--- src/hw/rtl/itrad_pkg.sv ---
// Shared types, constants and microcode for the integer to ASCII digit converter.
package itrad_pkg;

  localparam int unsigned ValueWidth = 32;
  localparam int unsigned NumDigits  = 11;
  localparam int unsigned DigitW     = 4;
  localparam int unsigned DigW       = NumDigits * DigitW;
  localparam int unsigned OctW       = 3 * NumDigits;
  localparam int unsigned CntW       = $clog2(ValueWidth + 1);
  localparam int unsigned IdxW       = $clog2(NumDigits);
  localparam int unsigned UpcW       = 3;
  localparam int unsigned CharW      = 7;

  typedef enum logic [1:0] {
    OP_DEC = 2'd0,
    OP_OCT = 2'd1,
    OP_HEX = 2'd2
  } op_e;

  typedef enum logic [2:0] {
    ACT_NOP    = 3'd0,
    ACT_LOAD   = 3'd1,
    ACT_DABBLE = 3'd2,
    ACT_SHIFT  = 3'd3,
    ACT_EMIT   = 3'd4
  } act_e;

  typedef enum logic [2:0] {
    COND_ALWAYS     = 3'd0,
    COND_NO_IN      = 3'd1,
    COND_CNT_NZ     = 3'd2,
    COND_LEAD_ZERO  = 3'd3,
    COND_EMIT_AGAIN = 3'd4
  } cond_e;

  typedef struct packed {
    act_e             act;
    cond_e            cond;
    logic [UpcW-1:0]  target;
  } uword_t;

  typedef struct packed {
    logic in_valid;
    logic cnt_nz;
    logic lead_zero;
    logic out_busy;
    logic idx_nz;
  } dp_status_t;

  localparam logic [UpcW-1:0] UPC_WAIT = 3'd0;
  localparam logic [UpcW-1:0] UPC_CONV = 3'd1;
  localparam logic [UpcW-1:0] UPC_SKIP = 3'd2;
  localparam logic [UpcW-1:0] UPC_EMIT = 3'd3;
  localparam logic [UpcW-1:0] UPC_DONE = 3'd4;

  localparam logic [CharW-1:0] CharZero   = 7'h30;
  localparam logic [CharW-1:0] CharLetter = 7'h57; // 'a' - 10

  // Jump to target when cond holds, else fall through to the next step.
  function automatic uword_t ucode_rom(logic [UpcW-1:0] addr);
    uword_t w;
    unique case (addr)
      UPC_WAIT: w = '{act: ACT_LOAD,   cond: COND_NO_IN,      target: UPC_WAIT};
      UPC_CONV: w = '{act: ACT_DABBLE, cond: COND_CNT_NZ,     target: UPC_CONV};
      UPC_SKIP: w = '{act: ACT_SHIFT,  cond: COND_LEAD_ZERO,  target: UPC_SKIP};
      UPC_EMIT: w = '{act: ACT_EMIT,   cond: COND_EMIT_AGAIN, target: UPC_EMIT};
      default:  w = '{act: ACT_NOP,    cond: COND_ALWAYS,     target: UPC_WAIT};
    endcase
    return w;
  endfunction

  function automatic logic [CharW-1:0] digit_char(logic [DigitW-1:0] d);
    logic [CharW-1:0] dx;
    dx = CharW'(d);
    return (d < 4'd10) ? (CharZero + dx) : (CharLetter + dx);
  endfunction

endpackage

--- src/hw/rtl/itrad_sequencer.sv ---
// Microcode sequencer: step counter, control ROM and jump condition logic.
module itrad_sequencer (
  input  logic                 clk_i,
  input  logic                 rst_ni,
  input  itrad_pkg::dp_status_t status_i,
  output itrad_pkg::act_e      act_o
);

  logic [itrad_pkg::UpcW-1:0] upc_q, upc_d;
  itrad_pkg::uword_t          word;
  logic                       take;

  assign word  = itrad_pkg::ucode_rom(upc_q);
  assign act_o = word.act;

  always_comb begin
    unique case (word.cond)
      itrad_pkg::COND_ALWAYS:     take = 1'b1;
      itrad_pkg::COND_NO_IN:      take = !status_i.in_valid;
      itrad_pkg::COND_CNT_NZ:     take = status_i.cnt_nz;
      itrad_pkg::COND_LEAD_ZERO:  take = status_i.lead_zero;
      itrad_pkg::COND_EMIT_AGAIN: take = status_i.out_busy || status_i.idx_nz;
      default:                    take = 1'b1;
    endcase
    upc_d = take ? word.target : upc_q + 1'b1;
  end

  always_ff @(posedge clk_i or negedge rst_ni) begin
    if (!rst_ni) begin
      upc_q <= itrad_pkg::UPC_WAIT;
    end else begin
      upc_q <= upc_d;
    end
  end

  assert property (@(posedge clk_i) disable iff (!rst_ni)
    (act_o == itrad_pkg::ACT_LOAD) |-> (upc_q == itrad_pkg::UPC_WAIT))
    else $error("load issued outside the wait step");

  assert property (@(posedge clk_i) disable iff (!rst_ni)
    (upc_q == itrad_pkg::UPC_DONE) |=> (upc_q == itrad_pkg::UPC_WAIT))
    else $error("done step did not return to wait");

endmodule

--- src/hw/rtl/itrad_datapath.sv ---
// Datapath: operand shifter, BCD/digit register, counters and output register.
module itrad_datapath (
  input  logic                                 clk_i,
  input  logic                                 rst_ni,
  input  itrad_pkg::act_e                      act_i,
  input  logic                                 in_valid_i,
  input  logic [1:0]                           op_i,
  input  logic [itrad_pkg::ValueWidth-1:0]     value_i,
  input  logic                                 out_stall_i,
  output itrad_pkg::dp_status_t                status_o,
  output logic                                 out_valid_o,
  output logic [itrad_pkg::CharW-1:0]          digit_char_o,
  output logic                                 last_o
);

  logic [itrad_pkg::NumDigits-1:0][itrad_pkg::DigitW-1:0] dig_q, dig_d, adj, ld_dig;
  logic [itrad_pkg::ValueWidth-1:0] val_q, val_d;
  logic [itrad_pkg::CntW-1:0]       cnt_q, cnt_d;
  logic [itrad_pkg::IdxW-1:0]       idx_q, idx_d;
  logic                             out_valid_q, out_valid_d;
  logic [itrad_pkg::CharW-1:0]      char_q, char_d;
  logic                             last_q, last_d;

  logic [itrad_pkg::DigitW-1:0] top;
  logic [itrad_pkg::OctW-1:0]   oct_src;
  logic [itrad_pkg::DigW-1:0]   hex_src;
  logic [itrad_pkg::DigW:0]     dab_flat;
  logic                         out_free;
  logic                         is_dec;

  assign top      = dig_q[itrad_pkg::NumDigits-1];
  assign oct_src  = itrad_pkg::OctW'(value_i);
  assign hex_src  = itrad_pkg::DigW'(value_i);
  assign out_free = !out_valid_q || !out_stall_i;
  assign is_dec   = (op_i != itrad_pkg::OP_OCT) && (op_i != itrad_pkg::OP_HEX);

  // Parallel digit load for power-of-two radices; add-3 correction for BCD.
  always_comb begin
    for (int k = 0; k < itrad_pkg::NumDigits; k++) begin
      unique case (op_i)
        itrad_pkg::OP_OCT: ld_dig[k] = {1'b0, oct_src[3*k +: 3]};
        itrad_pkg::OP_HEX: ld_dig[k] = hex_src[itrad_pkg::DigitW*k +: itrad_pkg::DigitW];
        default:           ld_dig[k] = '0;
      endcase
      adj[k] = (dig_q[k] >= 4'd5) ? dig_q[k] + 4'd3 : dig_q[k];
    end
  end

  assign dab_flat = {adj, val_q[itrad_pkg::ValueWidth-1]};

  always_comb begin
    dig_d       = dig_q;
    val_d       = val_q;
    cnt_d       = cnt_q;
    idx_d       = idx_q;
    out_valid_d = out_valid_q && out_stall_i;
    char_d      = char_q;
    last_d      = last_q;
    unique case (act_i)
      itrad_pkg::ACT_LOAD: begin
        if (in_valid_i) begin
          dig_d = ld_dig;
          val_d = value_i;
          cnt_d = is_dec ? itrad_pkg::CntW'(itrad_pkg::ValueWidth) : '0;
          idx_d = itrad_pkg::IdxW'(itrad_pkg::NumDigits - 1);
        end
      end
      itrad_pkg::ACT_DABBLE: begin
        if (cnt_q != '0) begin
          dig_d = dab_flat[itrad_pkg::DigW-1:0];
          val_d = {val_q[itrad_pkg::ValueWidth-2:0], 1'b0};
          cnt_d = cnt_q - 1'b1;
        end
      end
      itrad_pkg::ACT_SHIFT: begin
        if (top == '0 && idx_q != '0) begin
          dig_d = {dig_q[itrad_pkg::NumDigits-2:0], itrad_pkg::DigitW'(0)};
          idx_d = idx_q - 1'b1;
        end
      end
      itrad_pkg::ACT_EMIT: begin
        if (out_free) begin
          out_valid_d = 1'b1;
          char_d      = itrad_pkg::digit_char(top);
          last_d      = (idx_q == '0);
          dig_d       = {dig_q[itrad_pkg::NumDigits-2:0], itrad_pkg::DigitW'(0)};
          if (idx_q != '0) idx_d = idx_q - 1'b1;
        end
      end
      default: begin
      end
    endcase
  end

  always_ff @(posedge clk_i or negedge rst_ni) begin
    if (!rst_ni) begin
      cnt_q       <= '0;
      idx_q       <= '0;
      out_valid_q <= 1'b0;
    end else begin
      cnt_q       <= cnt_d;
      idx_q       <= idx_d;
      out_valid_q <= out_valid_d;
    end
  end

  always_ff @(posedge clk_i) begin
    dig_q  <= dig_d;
    val_q  <= val_d;
    char_q <= char_d;
    last_q <= last_d;
  end

  assign status_o.in_valid  = in_valid_i;
  assign status_o.cnt_nz    = (cnt_q != '0);
  assign status_o.lead_zero = (top == '0) && (idx_q != '0);
  assign status_o.out_busy  = out_valid_q && out_stall_i;
  assign status_o.idx_nz    = (idx_q != '0);

  assign out_valid_o  = out_valid_q;
  assign digit_char_o = char_q;
  assign last_o       = last_q;

  assert property (@(posedge clk_i) disable iff (!rst_ni)
    out_valid_q |-> ((char_q >= 7'h30 && char_q <= 7'h39) ||
                     (char_q >= 7'h61 && char_q <= 7'h66)))
    else $error("emitted character is not a digit");

  assert property (@(posedge clk_i) disable iff (!rst_ni)
    cnt_q <= itrad_pkg::CntW'(itrad_pkg::ValueWidth))
    else $error("dabble counter out of range");

  assert property (@(posedge clk_i) disable iff (!rst_ni)
    (act_i == itrad_pkg::ACT_DABBLE && cnt_q != '0) |-> (idx_q == itrad_pkg::IdxW'(itrad_pkg::NumDigits - 1)))
    else $error("digit index moved during BCD conversion");

endmodule

--- src/hw/rtl/int_to_radix_ascii_digits_top.sv ---
// Top level of the integer to ASCII radix digit converter.
//
//   channel | direction | handshake                  | payload
//   in      | input     | in_valid_i / in_stall_o    | op_i[1:0], value_i[31:0]
//   out     | output    | out_valid_o / out_stall_i  | digit_char_o[6:0], last_o
//
// Decimal conversion runs one shift-add-3 step per operand bit, then a
// counter check; octal and hex digits are loaded at once. The microcode step
// counter runs one item at a time, so the next item is taken only once the
// last digit beat has been loaded. A digit beat other than the final one that
// waits under out_stall_i holds the emit step; a stalled final beat can only
// delay the next item's first digit. Reset returns the step counter to the
// wait step and clears the output valid.
module int_to_radix_ascii_digits_top (
  input  logic                             clk_i,
  input  logic                             rst_ni,
  input  logic                             in_valid_i,
  output logic                             in_stall_o,
  input  logic [1:0]                       op_i,
  input  logic [itrad_pkg::ValueWidth-1:0] value_i,
  output logic                             out_valid_o,
  input  logic                             out_stall_i,
  output logic [itrad_pkg::CharW-1:0]      digit_char_o,
  output logic                             last_o
);

  itrad_pkg::act_e       act;
  itrad_pkg::dp_status_t status;

  itrad_sequencer u_seq (
    .clk_i    (clk_i),
    .rst_ni   (rst_ni),
    .status_i (status),
    .act_o    (act)
  );

  itrad_datapath u_dp (
    .clk_i        (clk_i),
    .rst_ni       (rst_ni),
    .act_i        (act),
    .in_valid_i   (in_valid_i),
    .op_i         (op_i),
    .value_i      (value_i),
    .out_stall_i  (out_stall_i),
    .status_o     (status),
    .out_valid_o  (out_valid_o),
    .digit_char_o (digit_char_o),
    .last_o       (last_o)
  );

  assign in_stall_o = (act != itrad_pkg::ACT_LOAD);

endmodule
--- config.mk ---
export PLATFORM = sky130hd
export DESIGN_NAME = int_to_radix_ascii_digits_top
export DESIGN_NICKNAME = d
export VERILOG_FILES = /design/src/hw/rtl/itrad_pkg.sv /design/src/hw/rtl/itrad_sequencer.sv /design/src/hw/rtl/itrad_datapath.sv /design/src/hw/rtl/int_to_radix_ascii_digits_top.sv
export SDC_FILE = /design/constraint.sdc
export NUM_CORES = 1
export LEC_CHECK = 0
export ABC_AREA = 1
export BUFFER_PORTS_ARGS = -buffer_cell sky130_fd_sc_hd__buf_2
export CAP_MARGIN = 5
export CORE_AREA = 4 4 118 120
export DETAILED_ROUTE_END_ITERATION = 7
export DIE_AREA = 0 0 122 124
export HOLD_SLACK_MARGIN = 0.1
export PLACE_DENSITY_LB_ADDON = 0.2
export SETUP_SLACK_MARGIN = 0.1
export SLEW_MARGIN = 20
export SYNTH_ARGS = -nofsm -noshare
export SYNTH_HDL_FRONTEND = slang
export SYNTH_SLANG_ARGS = --single-unit
export TNS_END_PERCENT = 30
--- constraint.sdc ---
create_clock -name clk_i -period 7.4 [get_ports clk_i]
set_input_delay 1.11 -clock clk_i [delete_from_list [all_inputs] [get_ports clk_i]]
set_output_delay 1.11 -clock clk_i [all_outputs]
set_load 0.05 [all_outputs]
==> impl_metrics.ini, run 1 <==
[outcome]
outcome = completed

[sta]
finalWorstPathRequiredPeriod_ns = 3.09
tightest_slew_ns = 0.995
rsz0062_at_grt = no
worst_slack_ns = 4.31
final.setup.tns_ns = 0
finClkSkew_ns = 0.00643
slew_viol_final = 0
min_period_over_period = 0.418
fmaxAchievable_mhz = 323
max_slew_margin = 0.334
setup_viol = 0
finalHoldViolations = 0

[place]
preCtsSetupSlack_ns = 4.26
place.detailed.instances = 927
gp_congestion = 0.874
dp_hpwl_mm = 9.88
placement.cell_area_um2 = 6410
port_buffers = 47

[finish]
antennaDiodeCount = 0
most_frequent_cells_in_the_layout = sky130_fd_sc_hd__nand2_1 (187), sky130_fd_sc_hd__inv_1 (100), sky130_fd_sc_hd__edfxtp_1 (84), sky130_fd_sc_hd__o21ai_0 (64), sky130_fd_sc_hd__nand3_1 (53)
areaGrowthSynthToFinish_pct = 10.0
post_layout_nonfiller_instances = 942
most_common_cell_after_layout_fill_and_taps_aside = sky130_fd_sc_hd__nand2_1
final_net_count = 832
layout.cell_area.non_filler_um2 = 6670
post_route_cells_drive_above_1_share = 0.120

[global_route]
grt_antenna_before_repair = 0
grt_remaining_overflow = 0
grt_max_degree = 79
grt_first_pass_wirelength_mm = 23.2
total_track_usage = 0.197
first_global_vias = 4767

[clock_network]
clockRootBuffer = sky130_fd_sc_hd__clkbuf_16
reg_clk_slew_reported_paths_ns = 0.07
cts_tree = yes
ctsHtreeMaxLevel = 3
worstSkewPairLatency_ns = 0.35
post_cts_resized = 0
postCtsHoldBufs = 0
postCtsSetupRepairBufs = 0
clkSinkCount = 98
cts_inserted_buffers = 9
clockBufferDepth = 2

[drt]
vias_per_cell = 5.23
first_pass_iters = 5
wl_met3_um = 621
final_antenna_net_count = 0
top_layer = met4
detailroute.via_count = 4928
remaining_drc_errors = 0
routed_wl_mm = 14.0
wl_met1_mm = 6.63
post_drt_wl_per_cell_um = 14.9
dr_wl_met2_mm = 6.55
drt_first_iter_violations = 315

[floorplanning]
dieArea_um2 = 15100
initial_utilization = 0.467
die-width_um = 122
placementRows = 42
io-pin-count = 48
die_h_um = 124
core-area_um2 = 13000

[power_and_ir_drop]
power_switching_share = 0.466
power_per_cell_area_nw_per_um2 = 518
power.share.sequential = 0.371
total_leakage_power_nw = 2.97
power.ir.vdd_worst_mv = 0.273
int_pwr_mw = 1.84
comb_power_share = 0.504
clock_power_share = 0.124
power.net_switching_mw = 1.61

[synth]
yosys.area_share.simple = 0.210
synth_area_leader = sky130_fd_sc_hd__edfxtp_1
synth_top_family_by_area = simple AND/OR/NAND/NOR gates
synthesis.instances = 723
postSynthRegisterBits = 98
synth_area_per_cell_um2 = 8.38
yosysSeqAreaShare = 0.474
post_synth_instance_area_um2 = 6060
syn_nets = 793
synth-xor-area-share = 0.0188
synth_fa_ha_area_frac = 0.0661
warnings_synthesis = 0
post_synth_cell_types = 37
yosys-mux-area-fraction = 0.00165
netlist.area_leader.share = 0.416
yosys-top-cells-area = sky130_fd_sc_hd__edfxtp_1 (42%), sky130_fd_sc_hd__nand2_1 (12%), sky130_fd_sc_hd__ha_1 (6.6%)
synth_compound_gate_area_share = 0.141

[critical_path]
worst_setup_path_end_kind = register
worstPathArrival_ns = 3.07
worst_reg2reg_startpoint = u_seq.upc_q[0]
timing.critical_path.from = u_seq.upc_q[0]
required_ns = 7.38
crit_path_max_fanout = 40
r2r_slack_ns = 4.31
worst_setup_path_endpoint = u_dp.val_q[20]
worst-setup-path-type = reg2reg
worstRegToRegCells = 7
kind_of_start_point_of_the_critical_path = register
regToRegEndpoint = u_dp.val_q[20]

[flow_run]
max_cap_viol_count = 0

[min_path]
hp-class = reg2reg
==> worst min path at each step <==
stage / startpoint / end / slack, ns / cells after the start
after global routing: u_dp.cnt_q[1] / u_dp.cnt_q[1] / 0.52 / 2
after floorplan: u_dp.cnt_q[1] / u_dp.cnt_q[1] / 0.44 / 2
after detailed placement: u_dp.cnt_q[1] / u_dp.cnt_q[1] / 0.47 / 2
final: u_dp.cnt_q[1] / u_dp.cnt_q[1] / 0.49 / 2
after global placement: u_dp.cnt_q[1] / u_dp.cnt_q[1] / 0.47 / 2
after CTS: u_dp.cnt_q[1] / u_dp.cnt_q[1] / 0.49 / 2
==> registers in the layout, indices dropped and copies added (netlist names) <==
register / flops
u_dp.cnt_q: 6
u_seq.upc_q: 3
u_dp.top: 4
u_dp.val_q: 32
u_dp.idx_q: 4
u_dp.last_o: 1
u_dp.digit_char_o: 7
u_dp.out_valid_o: 1
u_dp.dig_q: 40
==> power by group through the flow <==
| stage | Clock, mW | Combinational [mW] | Sequential (mW) |
|---|---|---|---|
| floorplan | 0 | 1.34 | 1.28 |
| global placement | 0 | 1.68 | 1.28 |
| detailed placement | 0 | 1.74 | 1.29 |
| CTS | 0.438 | 1.75 | 1.28 |
| global route | 0.461 | 1.98 | 1.32 |
| finish | 0.429 | 1.74 | 1.28 |
==> logic make-up (layout without fill, tap and decap cells) <==
| logic type | after synthesis | count (layout) |
|---|---|---|
| and+or+nand+nor | 306 | 306 |
| AOI/OAI and AO/OA | 145 | 145 |
| buffers and inverters | 127 | 170 |
| DFF | 98 | 98 |
| adders and majority gates | 32 | 32 |
| xor gates and xnor gates | 13 | 13 |
| other | 1 | 1 |
| muxes | 1 | 1 |
==> per-layer routing <==
layer  up-vias  track usage
met4         0       0.0777
met2       126        0.321
li1       2498            -
met1      2291        0.267
met5         -            0
met3        13       0.0277
==> cells in the mapped netlist (all sizes together) <==
cell    count
buf        13
o21ai      82
a21oi      24
o221ai      6
and3        1
mux2i       1
edfxtp     84
clkinv      1
dfrtp      14
o22ai      18
o31ai       2
conb        1
o211ai     13
clkbuf      9
nand3b      1
xnor2       1
inv       104
xor2       12
nor3        1
nand4       2
nor2       53
nand2     193
or2         1
ha         32
nand3      54
==> cell type report <==
cell class / instances / area [µm²]
Clock inverter: 3 / 17.5
Clock buffer: 12 / 236
Tap cell: 176 / 220
Fill cell: 1246 / 6310
Multi-Input combinational cell: 498 / 2670
Inverter: 105 / 397
Sequential cell: 98 / 2870
Timing Repair Buffer: 50 / 258
==> worst max-delay path: stages (launching register included) <==
cell and delay (ns):
sky130_fd_sc_hd__dfrtp_1 0.40, sky130_fd_sc_hd__ha_1 0.21, sky130_fd_sc_hd__ha_1 0.25, sky130_fd_sc_hd__nor2_2 0.17, sky130_fd_sc_hd__nand2_2 0.57, sky130_fd_sc_hd__nand2_1 0.25, sky130_fd_sc_hd__nand3_2 0.19, sky130_fd_sc_hd__inv_2 0.64
==> stage by stage <==
step	hold slack (ns)	utilization	power [mW]
2_1_floorplan	0.442	-	2.62
3_3_place_gp	0.466	0.494	2.96
3_5_place_dp	0.475	0.494	3.03
4_1_cts	0.490	0.514	3.47
5_1_grt	0.517	0.514	3.76
6_report	0.489	0.514	3.45
Power figures use the tool's default switching activity.
==> run 2, diff against run 1 <==
==> constraint.sdc (replaced) <==
create_clock -name clk_i -period 2.9 [get_ports clk_i]
set_input_delay 0.435 -clock clk_i [delete_from_list [all_inputs] [get_ports clk_i]]
set_output_delay 0.435 -clock clk_i [all_outputs]
set_load 0.05 [all_outputs]
==> impl_metrics.ini, run 2 (synthesized netlist as in run 1, its figures left out) <==
[outcome]
outcome = completed

[sta]
min_period_over_period = 0.830
hold-worst-slack_ns = 0.357
finClkSkew_ns = 0.00845
setup_viol = 0
worst_slack_ns = 0.494
max_slew_margin = 0.514
finalWorstPathRequiredPeriod_ns = 2.41
final.setup.tns_ns = 0
finalHoldViolations = 0
tightest_slew_ns = 0.728
slew_viol_final = 0
fmaxAchievable_mhz = 416
rsz0062_at_grt = no

[clock_network]
worstSkewPairLatency_ns = 0.35
cts_tree = yes
clkSinkCount = 98
reg_clk_slew_reported_paths_ns = 0.07
ctsHtreeMaxLevel = 3
post_cts_resized = 0
clockBufferDepth = 2
cts_inserted_buffers = 9
clockRootBuffer = sky130_fd_sc_hd__clkbuf_16

[drt]
drt_first_iter_violations = 462
final_antenna_net_count = 0
detailroute.via_count = 4991
vias_per_cell = 5.25
remaining_drc_errors = 0
post_drt_wl_per_cell_um = 14.7
routed_wl_mm = 13.9
first_pass_iters = 5

[finish]
post_route_cells_drive_above_1_share = 0.134
antennaDiodeCount = 0
largest_register_ffs = 40
areaGrowthSynthToFinish_pct = 12.1
fillCellCount = 1261
most_frequent_cells_in_the_layout = sky130_fd_sc_hd__nand2_1 (187), sky130_fd_sc_hd__inv_1 (100), sky130_fd_sc_hd__edfxtp_1 (84), sky130_fd_sc_hd__o21ai_0 (64), sky130_fd_sc_hd__nand3_1 (53)
most_common_cell_after_layout_fill_and_taps_aside = sky130_fd_sc_hd__nand2_1
registers.top_by_ff_count = u_dp.dig_q
final_net_count = 840
post_layout_nonfiller_instances = 951

[global_route]
grt_first_pass_wirelength_mm = 22.7
grt_remaining_overflow = 0
grtUsageMet2 = 0.305
grt.busiest_layer = met2
total_track_usage = 0.191
globalRouteMet1Util = 0.269
gr-usage-met3 = 0.0268
first_global_vias = 4671
grt_antenna_before_repair = 0
grt_max_degree = 52

[power_and_ir_drop]
power.ir.vdd_worst_mv = 0.944
total_leakage_power_nw = 3.03
power_per_cell_area_nw_per_um2 = 1330

[place]
port_buffers = 47
preCtsSetupSlack_ns = 0.449
gp_congestion = 0.857
place.detailed.instances = 934
dp_hpwl_mm = 9.95

[floorplanning]
dieArea_um2 = 15100
io-pin-count = 48
core-area_um2 = 13000
initial_utilization = 0.467
die_h_um = 124
placementRows = 42
die-width_um = 122

[flow_run]
max_cap_viol_count = 0

[critical_path]
crit_path_max_fanout = 39
timing.critical_path.from = u_seq.upc_q[0]
critical_path_buf_inv_count = 5
worstPathArrival_ns = 2.60
worst-setup-path-type = reg2reg
critical-path-max-stage-delay_ns = 0.45
required_ns = 3.09
cpMaxStageDelayCell = sky130_fd_sc_hd__buf_4
critical_path.cell_chain = inv_1 -> ha_1 -> nand2_2 -> nand2_4 -> inv_2 -> nand2_2 -> buf_4 -> nand2_1 -> nor2_2 -> buf_4 -> inv_1 -> o21ai_0
worst_reg2reg_startpoint = u_seq.upc_q[0]
r2r_slack_ns = 0.49
kind_of_start_point_of_the_critical_path = register
cpLargestDelayFamily = buffers and inverters
worst_setup_path_end_kind = register

[min_path]
hp-class = in2reg
hp-start = out_stall_i
==> run 2: metal layers <==
layer,share of wire,wire (µm),vias to the layer above
met5,0,0,-
met4,0.015,214,0
met3,0.054,749,15
met2,0.46,6470,133
met1,0.47,6500,2334
li1,-,-,2509
==> run 2: final timing paths <==
kind,endpoint,cells after the start
hold / removal,u_dp.out_valid_o,3
setup / recovery,u_dp.dig_q[1],12
min in group asynchronous,u_seq.upc_q[0],2
max in group asynchronous,u_dp.cnt_q[4],2
hold reg to reg,u_dp.cnt_q[1],2
setup reg to reg,u_dp.dig_q[1],12
==> run 2: worst reg2reg max path, delay by kind of cell, from the launching register on <==
family / cells / cell delay [ns]
buf+inv: 5 / 0.97
simple gates: 5 / 0.48
flops: 1 / 0.40
fa+ha+maj: 1 / 0.24
compound gates: 1 / 0.16
==> run 2: metrics by stage <==
step / power, mW / utilization / area, µm²
floorplan: 6.67 / - / 6070
global placement: 7.62 / 0.499 / 6480
detailed placement: 7.79 / 0.499 / 6480
CTS: 9.05 / 0.523 / 6790
global route: 9.78 / 0.523 / 6790
finish: 9.01 / 0.523 / 6790
==> run 2: power by group <==
group / internal (mW) / leakage [nW] / total [mW] / switching [mW]
Clock: 0.676 / 0.144 / 1.23 / 0.554
Sequential: 2.82 / 0.986 / 3.26 / 0.437
Combinational: 1.39 / 1.90 / 4.52 / 3.13
==> run 2: final cells by class <==
type                       instances  area (µm²)  area share
inverter                         105         397      0.0584
sequential                        98        2870       0.423
tap                              176         220      0.0324
clock inverter                     7        78.8      0.0116
multi-input combinational        498        2670       0.392
clock buffer                       9         225      0.0332
timing repair buffer              58         333      0.0490
==> run 2: repair_timing <==
item                                   CTS  global route
buffers inserted                         0             0
hold buffers                             1             0
endpoints found under the hold margin   14             0
